### config.mk
export PLATFORM = sky130hd
export DESIGN_NAME = hourglass_sand_timer_unit
export DESIGN_NICKNAME = d
export VERILOG_FILES = /design/src/sv/hst_pkg.sv /design/src/sv/hst_engine.sv /design/src/sv/hst_render.sv /design/src/sv/hourglass_sand_timer_unit.sv
export SDC_FILE = /design/constraint.sdc
export NUM_CORES = 1
export LEC_CHECK = 0
export ABC_AREA = 1
export BUFFER_PORTS_ARGS = -buffer_cell sky130_fd_sc_hd__buf_4
export CAP_MARGIN = 40
export CORE_ASPECT_RATIO = 1.75
export CORE_MARGIN = 1.5
export CORE_UTILIZATION = 55
export DETAILED_ROUTE_END_ITERATION = 7
export PLACE_DENSITY = 0.78
export SYNTH_ARGS = -nofsm -noshare
export SYNTH_HDL_FRONTEND = slang
export SYNTH_HIERARCHICAL = 1
export SYNTH_SLANG_ARGS = --single-unit
### constraint.sdc
create_clock -name clk -period 8.1 [get_ports clk]
set_input_delay 2.025 -clock clk [delete_from_list [all_inputs] [get_ports clk]]
set_output_delay 2.025 -clock clk [all_outputs]
set_load 0.05 [all_outputs]
### src/sv/hst_pkg.sv
`timescale 1ns / 1ps

package hst_pkg;

  localparam int GRAINS      = 32;
  localparam int ROWS        = 12;
  localparam int SAND_COLUMN = 4;
  localparam int PILE_CELLS  = 32;

  localparam int COUNT_W  = 6;
  localparam int ROW_W    = 4;
  localparam int STEP_W   = 3;
  localparam int SEL_W    = 8;
  localparam int SPAWN_W  = 17;
  localparam int QUIET_W  = 16;
  localparam int CFG_IDX_W = 1;

  localparam logic [CFG_IDX_W-1:0] REG_DROP_PERIOD = 1'd0;
  localparam logic [CFG_IDX_W-1:0] REG_DEBOUNCE    = 1'd1;

  localparam logic [7:0] DROP_PERIOD_RESET = 8'd40;
  localparam logic [7:0] DEBOUNCE_RESET    = 8'd50;

  localparam logic [STEP_W-1:0] SND_OFF    = 3'd0;
  localparam logic [STEP_W-1:0] SND_FLIP   = 3'd1;
  localparam logic [STEP_W-1:0] SND_BUTTON = 3'd2;
  localparam logic [STEP_W-1:0] SND_BEEP1  = 3'd3;
  localparam logic [STEP_W-1:0] SND_BEEP2  = 3'd4;
  localparam logic [STEP_W-1:0] SND_BEEP3  = 3'd5;

  localparam logic [SEL_W-1:0] FLIP_LEN   = 8'd50;
  localparam logic [SEL_W-1:0] BUTTON_LEN = 8'd100;
  localparam logic [SEL_W-1:0] BEEP_LEN   = 8'd250;
  localparam logic [SEL_W-1:0] BEEP_ON    = 8'd150;

  localparam logic [1:0] TONE_OFF  = 2'd0;
  localparam logic [1:0] TONE_1000 = 2'd1;
  localparam logic [1:0] TONE_1500 = 2'd2;
  localparam logic [1:0] TONE_2000 = 2'd3;

  typedef logic [ROWS-1:0][7:0] rows_t;

  typedef struct packed {
    logic [COUNT_W-1:0] top_count;
    logic [COUNT_W-1:0] bottom_count;
    logic               grain_active;
    logic [ROW_W-1:0]   grain_row;
    logic               flipped;
    logic [STEP_W-1:0]  sound_step;
    logic [SEL_W-1:0]   sound_elapsed;
  } hst_state_t;

  localparam logic [7:0] TOP_ORDER [PILE_CELLS] = '{
    8'h54, 8'h45, 8'h43, 8'h36, 8'h32, 8'h27, 8'h21, 8'h10,
    8'h44, 8'h35, 8'h33, 8'h26, 8'h22, 8'h17, 8'h11, 8'h00,
    8'h34, 8'h25, 8'h23, 8'h16, 8'h12, 8'h07, 8'h01, 8'h24,
    8'h15, 8'h13, 8'h06, 8'h02, 8'h14, 8'h05, 8'h03, 8'h04
  };

  localparam logic [7:0] BOTTOM_ORDER [PILE_CELLS] = '{
    8'hB4, 8'hB3, 8'hB5, 8'hA4, 8'hB2, 8'hB6, 8'hA3, 8'hA5,
    8'h94, 8'hB1, 8'hB7, 8'hA2, 8'hA6, 8'h93, 8'h95, 8'h84,
    8'hB0, 8'hA1, 8'hA7, 8'h92, 8'h96, 8'h83, 8'h85, 8'h74,
    8'hA0, 8'h91, 8'h97, 8'h82, 8'h86, 8'h73, 8'h75, 8'h64
  };

  // both piles drawn as thermometers over their fill orders
  function automatic rows_t pile_rows(input logic [COUNT_W-1:0] top,
                                      input logic [COUNT_W-1:0] bottom);
    rows_t rows;
    rows = '0;
    for (int i = 0; i < PILE_CELLS; i++) begin
      if (COUNT_W'(i) < top) begin
        rows[TOP_ORDER[i][7:4]][TOP_ORDER[i][2:0]] = 1'b1;
      end
      if (COUNT_W'(i) < bottom) begin
        rows[BOTTOM_ORDER[i][7:4]][BOTTOM_ORDER[i][2:0]] = 1'b1;
      end
    end
    return rows;
  endfunction

endpackage

### src/sv/hst_engine.sv
`timescale 1ns / 1ps

module hst_engine (
  input  logic                  clk,
  input  logic                  rst,
  input  logic                  step,
  input  logic                  tilt_level,
  input  logic                  button_level,
  input  logic [9:0]            pot_value,
  input  logic [7:0]            drop_period_ms,
  input  logic [7:0]            debounce_ms,
  output hst_pkg::hst_state_t   state_next
);
  import hst_pkg::*;

  hst_state_t         st;
  logic               last_tilt, last_tilt_next;
  logic [QUIET_W-1:0] tilt_quiet_ms, tilt_quiet_ms_next;
  logic               last_button, last_button_next;
  logic [SPAWN_W-1:0] spawn_period, spawn_period_next;
  logic [SPAWN_W-1:0] spawn_elapsed, spawn_elapsed_next;
  logic [7:0]         fall_elapsed, fall_elapsed_next;
  logic               alarm_done, alarm_done_next;

  logic [SEL_W-1:0]   snd_len;
  logic [SEL_W-1:0]   snd_inc;
  logic [SPAWN_W-1:0] spawn_inc;
  logic [ROW_W-1:0]   row_step;
  logic [ROW_W-1:0]   row_below;
  logic               landed;
  logic               want_flip;
  rows_t              sand;

  function automatic logic [SPAWN_W-1:0] zone_period(input logic [9:0] pot);
    logic [SPAWN_W-1:0] p;
    if (pot < 10'd146)      p = 17'd937;
    else if (pot < 10'd292) p = 17'd1875;
    else if (pot < 10'd438) p = 17'd3750;
    else if (pot < 10'd585) p = 17'd28125;
    else if (pot < 10'd731) p = 17'd56250;
    else if (pot < 10'd877) p = 17'd84375;
    else                    p = 17'd112500;
    return p;
  endfunction

  always_comb begin
    case (st.sound_step)
      SND_FLIP:   snd_len = FLIP_LEN;
      SND_BUTTON: snd_len = BUTTON_LEN;
      default:    snd_len = BEEP_LEN;
    endcase
    snd_inc   = st.sound_elapsed + 8'd1;
    spawn_inc = (spawn_elapsed == {SPAWN_W{1'b1}}) ? spawn_elapsed : spawn_elapsed + 17'd1;
    row_step  = st.grain_row + 4'd1;
    row_below = row_step + 4'd1;
    sand      = pile_rows(st.top_count, st.bottom_count);
    if (row_step >= ROW_W'(ROWS - 1)) landed = 1'b1;
    else                              landed = sand[row_below][SAND_COLUMN];

    state_next         = st;
    last_tilt_next     = last_tilt;
    tilt_quiet_ms_next = tilt_quiet_ms;
    last_button_next   = last_button;
    spawn_period_next  = spawn_period;
    spawn_elapsed_next = spawn_elapsed;
    fall_elapsed_next  = fall_elapsed;
    alarm_done_next    = alarm_done;
    want_flip          = 1'b0;

    // sound playback
    if (st.sound_step != SND_OFF) begin
      if (st.sound_step > SND_BEEP3) begin
        state_next.sound_step    = SND_OFF;
        state_next.sound_elapsed = '0;
      end else if (snd_inc >= snd_len) begin
        state_next.sound_elapsed = '0;
        if (st.sound_step inside {SND_BEEP1, SND_BEEP2}) begin
          state_next.sound_step = st.sound_step + 3'd1;
        end else begin
          state_next.sound_step = SND_OFF;
        end
      end else begin
        state_next.sound_elapsed = snd_inc;
      end
    end

    if (state_next.sound_step == SND_OFF) begin
      if (tilt_level != last_tilt) tilt_quiet_ms_next = '0;
      else if (tilt_quiet_ms != {QUIET_W{1'b1}}) tilt_quiet_ms_next = tilt_quiet_ms + 16'd1;
      last_tilt_next = tilt_level;
      want_flip = (tilt_quiet_ms_next > {8'd0, debounce_ms}) && (!tilt_level != st.flipped);

      if (want_flip) begin
        state_next.flipped       = !tilt_level;
        state_next.top_count     = st.bottom_count;
        state_next.bottom_count  = st.top_count;
        state_next.grain_active  = 1'b0;
        alarm_done_next          = 1'b0;
        spawn_elapsed_next       = '0;
        state_next.sound_step    = SND_FLIP;
        state_next.sound_elapsed = '0;
      end else if (last_button && !button_level) begin
        last_button_next         = 1'b0;
        spawn_period_next        = zone_period(pot_value);
        state_next.top_count     = COUNT_W'(GRAINS);
        state_next.bottom_count  = '0;
        state_next.grain_active  = 1'b0;
        alarm_done_next          = 1'b0;
        spawn_elapsed_next       = '0;
        state_next.sound_step    = SND_BUTTON;
        state_next.sound_elapsed = '0;
      end else begin
        last_button_next   = button_level;
        spawn_elapsed_next = spawn_inc;
        if (!st.grain_active) begin
          if (spawn_inc > spawn_period) begin
            spawn_elapsed_next = spawn_inc - spawn_period;
            if (st.top_count != '0) begin
              state_next.top_count    = st.top_count - 6'd1;
              state_next.grain_active = 1'b1;
              state_next.grain_row    = 4'd6;
              fall_elapsed_next       = '0;
            end else if (st.bottom_count == COUNT_W'(GRAINS) && !alarm_done) begin
              alarm_done_next          = 1'b1;
              state_next.sound_step    = SND_BEEP1;
              state_next.sound_elapsed = '0;
            end
          end
        end else if (fall_elapsed >= drop_period_ms) begin
          fall_elapsed_next    = '0;
          state_next.grain_row = row_step;
          if (landed) begin
            if (st.bottom_count != {COUNT_W{1'b1}}) begin
              state_next.bottom_count = st.bottom_count + 6'd1;
            end
            state_next.grain_active = 1'b0;
          end
        end else begin
          fall_elapsed_next = fall_elapsed + 8'd1;
        end
      end
    end
  end

  always_ff @(posedge clk) begin
    if (rst) begin
      st.top_count     <= COUNT_W'(GRAINS);
      st.bottom_count  <= '0;
      st.grain_active  <= 1'b0;
      st.grain_row     <= '0;
      st.flipped       <= 1'b0;
      st.sound_step    <= SND_OFF;
      st.sound_elapsed <= '0;
      last_tilt        <= 1'b0;
      tilt_quiet_ms    <= '0;
      last_button      <= 1'b1;
      spawn_period     <= 17'd1875;
      spawn_elapsed    <= '0;
      fall_elapsed     <= '0;
      alarm_done       <= 1'b0;
    end else if (step) begin
      st            <= state_next;
      last_tilt     <= last_tilt_next;
      tilt_quiet_ms <= tilt_quiet_ms_next;
      last_button   <= last_button_next;
      spawn_period  <= spawn_period_next;
      spawn_elapsed <= spawn_elapsed_next;
      fall_elapsed  <= fall_elapsed_next;
      alarm_done    <= alarm_done_next;
    end
  end

endmodule

### src/sv/hst_render.sv
`timescale 1ns / 1ps

module hst_render (
  input  hst_pkg::hst_state_t st,
  output logic [47:0]         frame_upper,
  output logic [47:0]         frame_lower,
  output logic [1:0]          tone_code
);
  import hst_pkg::*;

  rows_t rows;
  rows_t disp;

  always_comb begin
    rows = pile_rows(st.top_count, st.bottom_count);
    if (st.grain_active && st.grain_row < ROW_W'(ROWS)) begin
      rows[st.grain_row][SAND_COLUMN] = 1'b1;
    end
    for (int r = 0; r < ROWS; r++) begin
      disp[r] = st.flipped ? rows[ROWS-1-r] : rows[r];
    end
    frame_upper = disp[5:0];
    frame_lower = disp[11:6];

    case (st.sound_step)
      SND_FLIP:   tone_code = TONE_1000;
      SND_BUTTON: tone_code = TONE_1500;
      SND_BEEP1, SND_BEEP2, SND_BEEP3:
        tone_code = (st.sound_elapsed < BEEP_ON) ? TONE_2000 : TONE_OFF;
      default:    tone_code = TONE_OFF;
    endcase
  end

endmodule

### src/sv/hourglass_sand_timer_unit.sv
`timescale 1ns / 1ps
// channel  handshake             word
// in       in_valid / in_stall   tilt_level, button_level, pot_value
// out      out_valid / out_stall frame_upper, frame_lower, tone_code, is_flipped
// cfg      cfg_valid / cfg_ready cfg_index, cfg_data
//
// One tick word per cycle while the result is not stalled; the result word passes through
// the input register and then the result register around the state update.
// Reset restores the power-on glass and register defaults; nothing to sweep.
// A stalled result holds the whole pipe and raises in_stall in the same cycle.
// cfg_ready is always high.

module hourglass_sand_timer_unit (
  input  logic                           clk,
  input  logic                           rst,
  input  logic                           in_valid,
  output logic                           in_stall,
  input  logic                           tilt_level,
  input  logic                           button_level,
  input  logic [9:0]                     pot_value,
  output logic                           out_valid,
  input  logic                           out_stall,
  output logic [47:0]                    frame_upper,
  output logic [47:0]                    frame_lower,
  output logic [1:0]                     tone_code,
  output logic                           is_flipped,
  input  logic                           cfg_valid,
  output logic                           cfg_ready,
  input  logic [hst_pkg::CFG_IDX_W-1:0]  cfg_index,
  input  logic [7:0]                     cfg_data
);
  import hst_pkg::*;

  logic       advance;
  logic       s1_valid;
  logic       s1_tilt;
  logic       s1_button;
  logic [9:0] s1_pot;
  logic [7:0] drop_period_ms;
  logic [7:0] debounce_ms;

  hst_state_t  state_next;
  logic [47:0] frame_upper_next;
  logic [47:0] frame_lower_next;
  logic [1:0]  tone_code_next;

  assign advance   = !(out_valid && out_stall);
  assign in_stall  = !advance;
  assign cfg_ready = 1'b1;

  always_ff @(posedge clk) begin
    if (rst) begin
      drop_period_ms <= DROP_PERIOD_RESET;
      debounce_ms    <= DEBOUNCE_RESET;
    end else if (cfg_valid && cfg_ready) begin
      case (cfg_index)
        REG_DROP_PERIOD: drop_period_ms <= cfg_data;
        REG_DEBOUNCE:    debounce_ms    <= cfg_data;
        default:         ;
      endcase
    end
  end

  always_ff @(posedge clk) begin
    if (rst) begin
      s1_valid <= 1'b0;
    end else if (advance) begin
      s1_valid <= in_valid;
    end
  end

  always_ff @(posedge clk) begin
    if (advance && in_valid) begin
      s1_tilt   <= tilt_level;
      s1_button <= button_level;
      s1_pot    <= pot_value;
    end
  end

  hst_engine u_engine (
    .clk            (clk),
    .rst            (rst),
    .step           (advance && s1_valid),
    .tilt_level     (s1_tilt),
    .button_level   (s1_button),
    .pot_value      (s1_pot),
    .drop_period_ms (drop_period_ms),
    .debounce_ms    (debounce_ms),
    .state_next     (state_next)
  );

  hst_render u_render (
    .st          (state_next),
    .frame_upper (frame_upper_next),
    .frame_lower (frame_lower_next),
    .tone_code   (tone_code_next)
  );

  always_ff @(posedge clk) begin
    if (rst) begin
      out_valid <= 1'b0;
    end else if (advance) begin
      out_valid <= s1_valid;
    end
  end

  always_ff @(posedge clk) begin
    if (advance && s1_valid) begin
      frame_upper <= frame_upper_next;
      frame_lower <= frame_lower_next;
      tone_code   <= tone_code_next;
      is_flipped  <= state_next.flipped;
    end
  end

endmodule
Word level (Yosys, flattened, before mapping)
Index checks and enable logic that the tools add are counted.

storage, ports and cells
  output and inout bits = 102
  logic and storage cells = 430
  input port bits = 26
  register bits after elaboration = 219

cells by class
  add/subtract/negate cells = 10
  reductions and logical operators = 28
  eq/ne operators = 17
  bitwise operators = 4
  multiplexer cells = 201
  order comparisons = 145

operators by type and width
  kind                     number
  $lt A5 B6 Y1 const A     64
  $lt A4 B6 Y1 const A     32
  $mux W17                 10
  $mux W1                  137
  $mux W8                  17
  $mux W11                 9
  $lt A3 B6 Y1 const A     16
  $mux W96                 1
  $or A96 B96 Y96          1
  $mux W16                 4
  $lt A1 B6 Y1 const A     8
  $lt A2 B6 Y1 const A     8
  $bmux W8 S4              1
  $demux W8 S4             1
  $lt A10 B10 Y1 const B   3
  $mux W6                  5
  $mux W29                 1
  $mux W13                 2
  $mux W5                  5
  $lt A10 B9 Y1 const B    2
  $add A17 B1 Y17 const B  1
  $eq A17 B17 Y1 const B   1
  $gt A17 B17 Y1           1
  $sub A17 B17 Y17         1
  42 further kinds         74

Depth between registers and ports, before layout
  word-level depth = 20
  depth in mapped cells = 38

Hierarchy
Netlist, hierarchy kept.

by module, submodules not included
  module                     cells each  instances  seq. area each (sq um)  area each (sq um)
  hst_engine                 1282        1          1781.7                  7907.6
  hourglass_sand_timer_unit  209         1          3693.5                  4040.1
  hst_render                 373         1          0.0                     1739.2

Worst setup path before layout
No wires, ideal clock.

  path type = input to register
  start = input out_stall
  end = register u_engine.spawn_period[3]
  stages on the path = 11
  setup slack = -0.097 ns
  data arrival time = 8.080 ns
  required time = 7.983 ns
  setup time = 0.117 ns
  cells stage by stage = nand2_1 inv_1 nor2_1 clkbuf_1 clkinv_1 nor2_4 nand3_4 nor2_2 inv_1 nor2_1 nor2_1

between the ends
  cells in the longest elaborated chain, start to end = 4

RTL lines
  item                         line                             source
  from (decl)                  hourglass_sand_timer_unit.sv:22  input logic out_stall,
  $logic_and A1 B1 Y1          hourglass_sand_timer_unit.sv:47  assign advance = !(out_valid && out_stall);
  via in_stall                 hourglass_sand_timer_unit.sv:17  output logic in_stall,
  $logic_not A1 Y1             hourglass_sand_timer_unit.sv:47
  $logic_and A1 B1 Y1          hourglass_sand_timer_unit.sv:83  .step (advance && s1_valid),
  $reduce_and A4 Y1 (no line)  --
  to (signal assigned)         hst_engine.sv:166                spawn_period <= spawn_period_next;
  to (decl)                    hst_engine.sv:20                 logic [SPAWN_W-1:0] spawn_period, spawn_period_next;

The timed path passes the listed nets, and every way through them passes these cells.
A chain may end at the register's enable or synchronous reset.

==> flow_metrics.tcl <==
set metrics [dict create \
    p_per_area_nw_per_um2 246 \
    layout.area.seq_um2 5480 \
    hold_viol_final 0 \
    areaGrowthSynthToFinish_pct 13.0 \
    antenna_found_initial 0 \
    fin_crit_sh_pct 69.4 \
    cp-startpoint "u_engine/spawn_elapsed[0]" \
    ir_drop_v 0.000195 \
    path_class "reg -> reg" \
    cp-endpoint "frame_upper[5]" \
    period_needed_ps 5620 \
    slowest_delay_ps 480 \
    p_switching_w 0.00151 \
    cp-start-kind "flop" \
    cpMostUsedCell "nand2_1" \
    ctsResizeCount 0 \
    slew_headroom_pct 40.2 \
    rr_startpoint "u_engine/spawn_elapsed[0]" \
    arrival_ps 5890 \
    diodes 0 \
    crit_path_top_delay_cell "nor2_1" \
    num_vias 12700 \
    placementRows 76 \
    leakage_nw 7.16 \
    gr-total-overflow 0 \
    io_pins 128 \
    place.gp.congestion 0.979 \
    end_kind "flop" \
    share_seq_of_total_power_pct 36.6 \
    core_um2 24500 \
    cts_setup_buffers 0 \
    cts-root-buf "clkbuf_16" \
    fin_nets 2045 \
    dp_slack_ps 2580 \
    grt_pass1_vias 12000 \
    worstPathMaxFanout 20 \
    grt_max_degree 74 \
    path_clk_slew_ps 60 \
    drt_pre_antenna_iters 6 \
    rsz0062_at_grt "no" \
    h-tree-depth 1 \
    p_clk_share_pct 27.7 \
    holdBufCountCts 0 \
    port_buffers 126 \
    reg2reg_depth 30 \
    multi_input_area_um2 6900 \
    cts.path.max_buffers 3 \
    r2r-end "frame_upper[5]" \
    clock_skew_ps 32.5 \
    worst_hold_path_type "reg -> reg" \
    drt_wl_total_um 37500 \
    clock_sinks 218 \
    drive_gt1_share_pct 12.0 \
    grt_pass1_wl_um 58700 \
    mostFrequentLayoutCell "nand2_1" \
    swShare_pct 39.6 \
    die_w_um 122 \
    rrSetupSlack_ps 2480 \
    drc 0 \
    tns_ps 0 \
    start_util_pct 55.8 \
    clk_latency_ps 550 \
    track_usage_pct 29.1 \
    drv_slew 0 \
    dpl.hpwl_um 27900 \
    cp.required_ps 8370 \
    die-height_um 212 \
    wl_per_cell_um 16.4 \
    vias_per_cell 5.53 \
    detail-route-antenna-nets 0 \
    ys.warnings.count 6 \
    final_cell_mix "nand2_1, inv_1, nor2_1, nand3_1, o21ai_0" \
    avgSynthCellArea_um2 7.34 \
    drtIter0Drc 840 \
    p_comb_share_pct 35.7 \
    status "completed" \
    netlist_area_um2 13700 \
    cts_buffers 22 \
    tritoncts "done" \
    setup_violations 0 \
    setup_ws_ps 2480 \
    postSynthCellCount 1863 \
    power.internal_w 0.00230 \
    fill_cells 2248 \
    die_area_um2 25900 \
    worst_pin_slew_ps 896 \
    fmax_ghz 0.178 \
    drv_cap 0 \
]
how the worst min path moves through the flow:
| stage | startpoint | to | slack, ps | depth (start not counted) |
|---|---|---|---|---|
| after CTS | u_engine/last_button | u_engine/last_button | 470 | 2 |
| after detailed placement | u_engine/last_button | u_engine/last_button | 450 | 2 |
| final | u_engine/last_button | u_engine/last_button | 460 | 2 |
| after global placement | u_engine/last_button | u_engine/last_button | 440 | 2 |
| after floorplan | u_engine/last_button | u_engine/last_button | 430 | 2 |
| after global routing | u_engine/spawn_period[6] | u_engine/spawn_period[6] | 490 | 2 |
flip-flops by register name, indices dropped and copies added (netlist names), 2 cells and up:
register and flops:
frame_lower 48, frame_upper 48, u_engine/st 29, u_engine/spawn_elapsed 17, u_engine/spawn_period 16, u_engine/tilt_quiet_ms 16
s1_pot 10, debounce_ms 8, drop_period_ms 8, u_engine/fall_elapsed 8, tone_code 2
cell type report:
type | instances | area share [%]
repair buffers | 134 | 6.72
clock buffers | 29 | 4.14
multi-input cells | 1349 | 44.6
flip-flops and latches | 218 | 35.4
inverters | 240 | 5.90
clock inverters | 11 | 0.696
well taps | 312 | 2.53
layer usage:
layer / share of wire (%) / vias to the layer above / global-route usage (%)
met1: 34 / 5759 / 27.4
li1: - / 6273 / -
met5: 0 / - / 0
met3: 4.9 / 178 / 4.47
met2: 53 / 470 / 54.7
met4: 8.4 / 0 / 22.5
worst max-delay path, delay by kind of cell (launching register included):
kind,cells,cell delay [ps]
simple gates,19,2760
buf+inv,4,700
fa+ha+maj,2,570
xor+xnor,1,180
flops,1,420
compound gates,4,730
power by group through the flow:
stage               Sequential, W  Clock (W)  Combinational [W]
finish                    0.00139    0.00105            0.00136
global route              0.00140    0.00112            0.00148
CTS                       0.00139    0.00107            0.00134
detailed placement        0.00142          0            0.00133
global placement          0.00141          0            0.00129
floorplan                 0.00163          0           0.000768
stage by stage:
step,cells,hold slack [ps],area (um2),util (%),power [W]
floorplan,1894,428,13800,-,0.00239
global placement,2250,440,14700,59.7,0.00270
detailed placement,2253,452,14700,60.0,0.00274
CTS,2293,465,15500,63.0,0.00380
global route,2293,486,15500,63.0,0.00400
finish,2293,460,15500,63.0,0.00380
No activity file was read; power rests on OpenSTA's default activity.
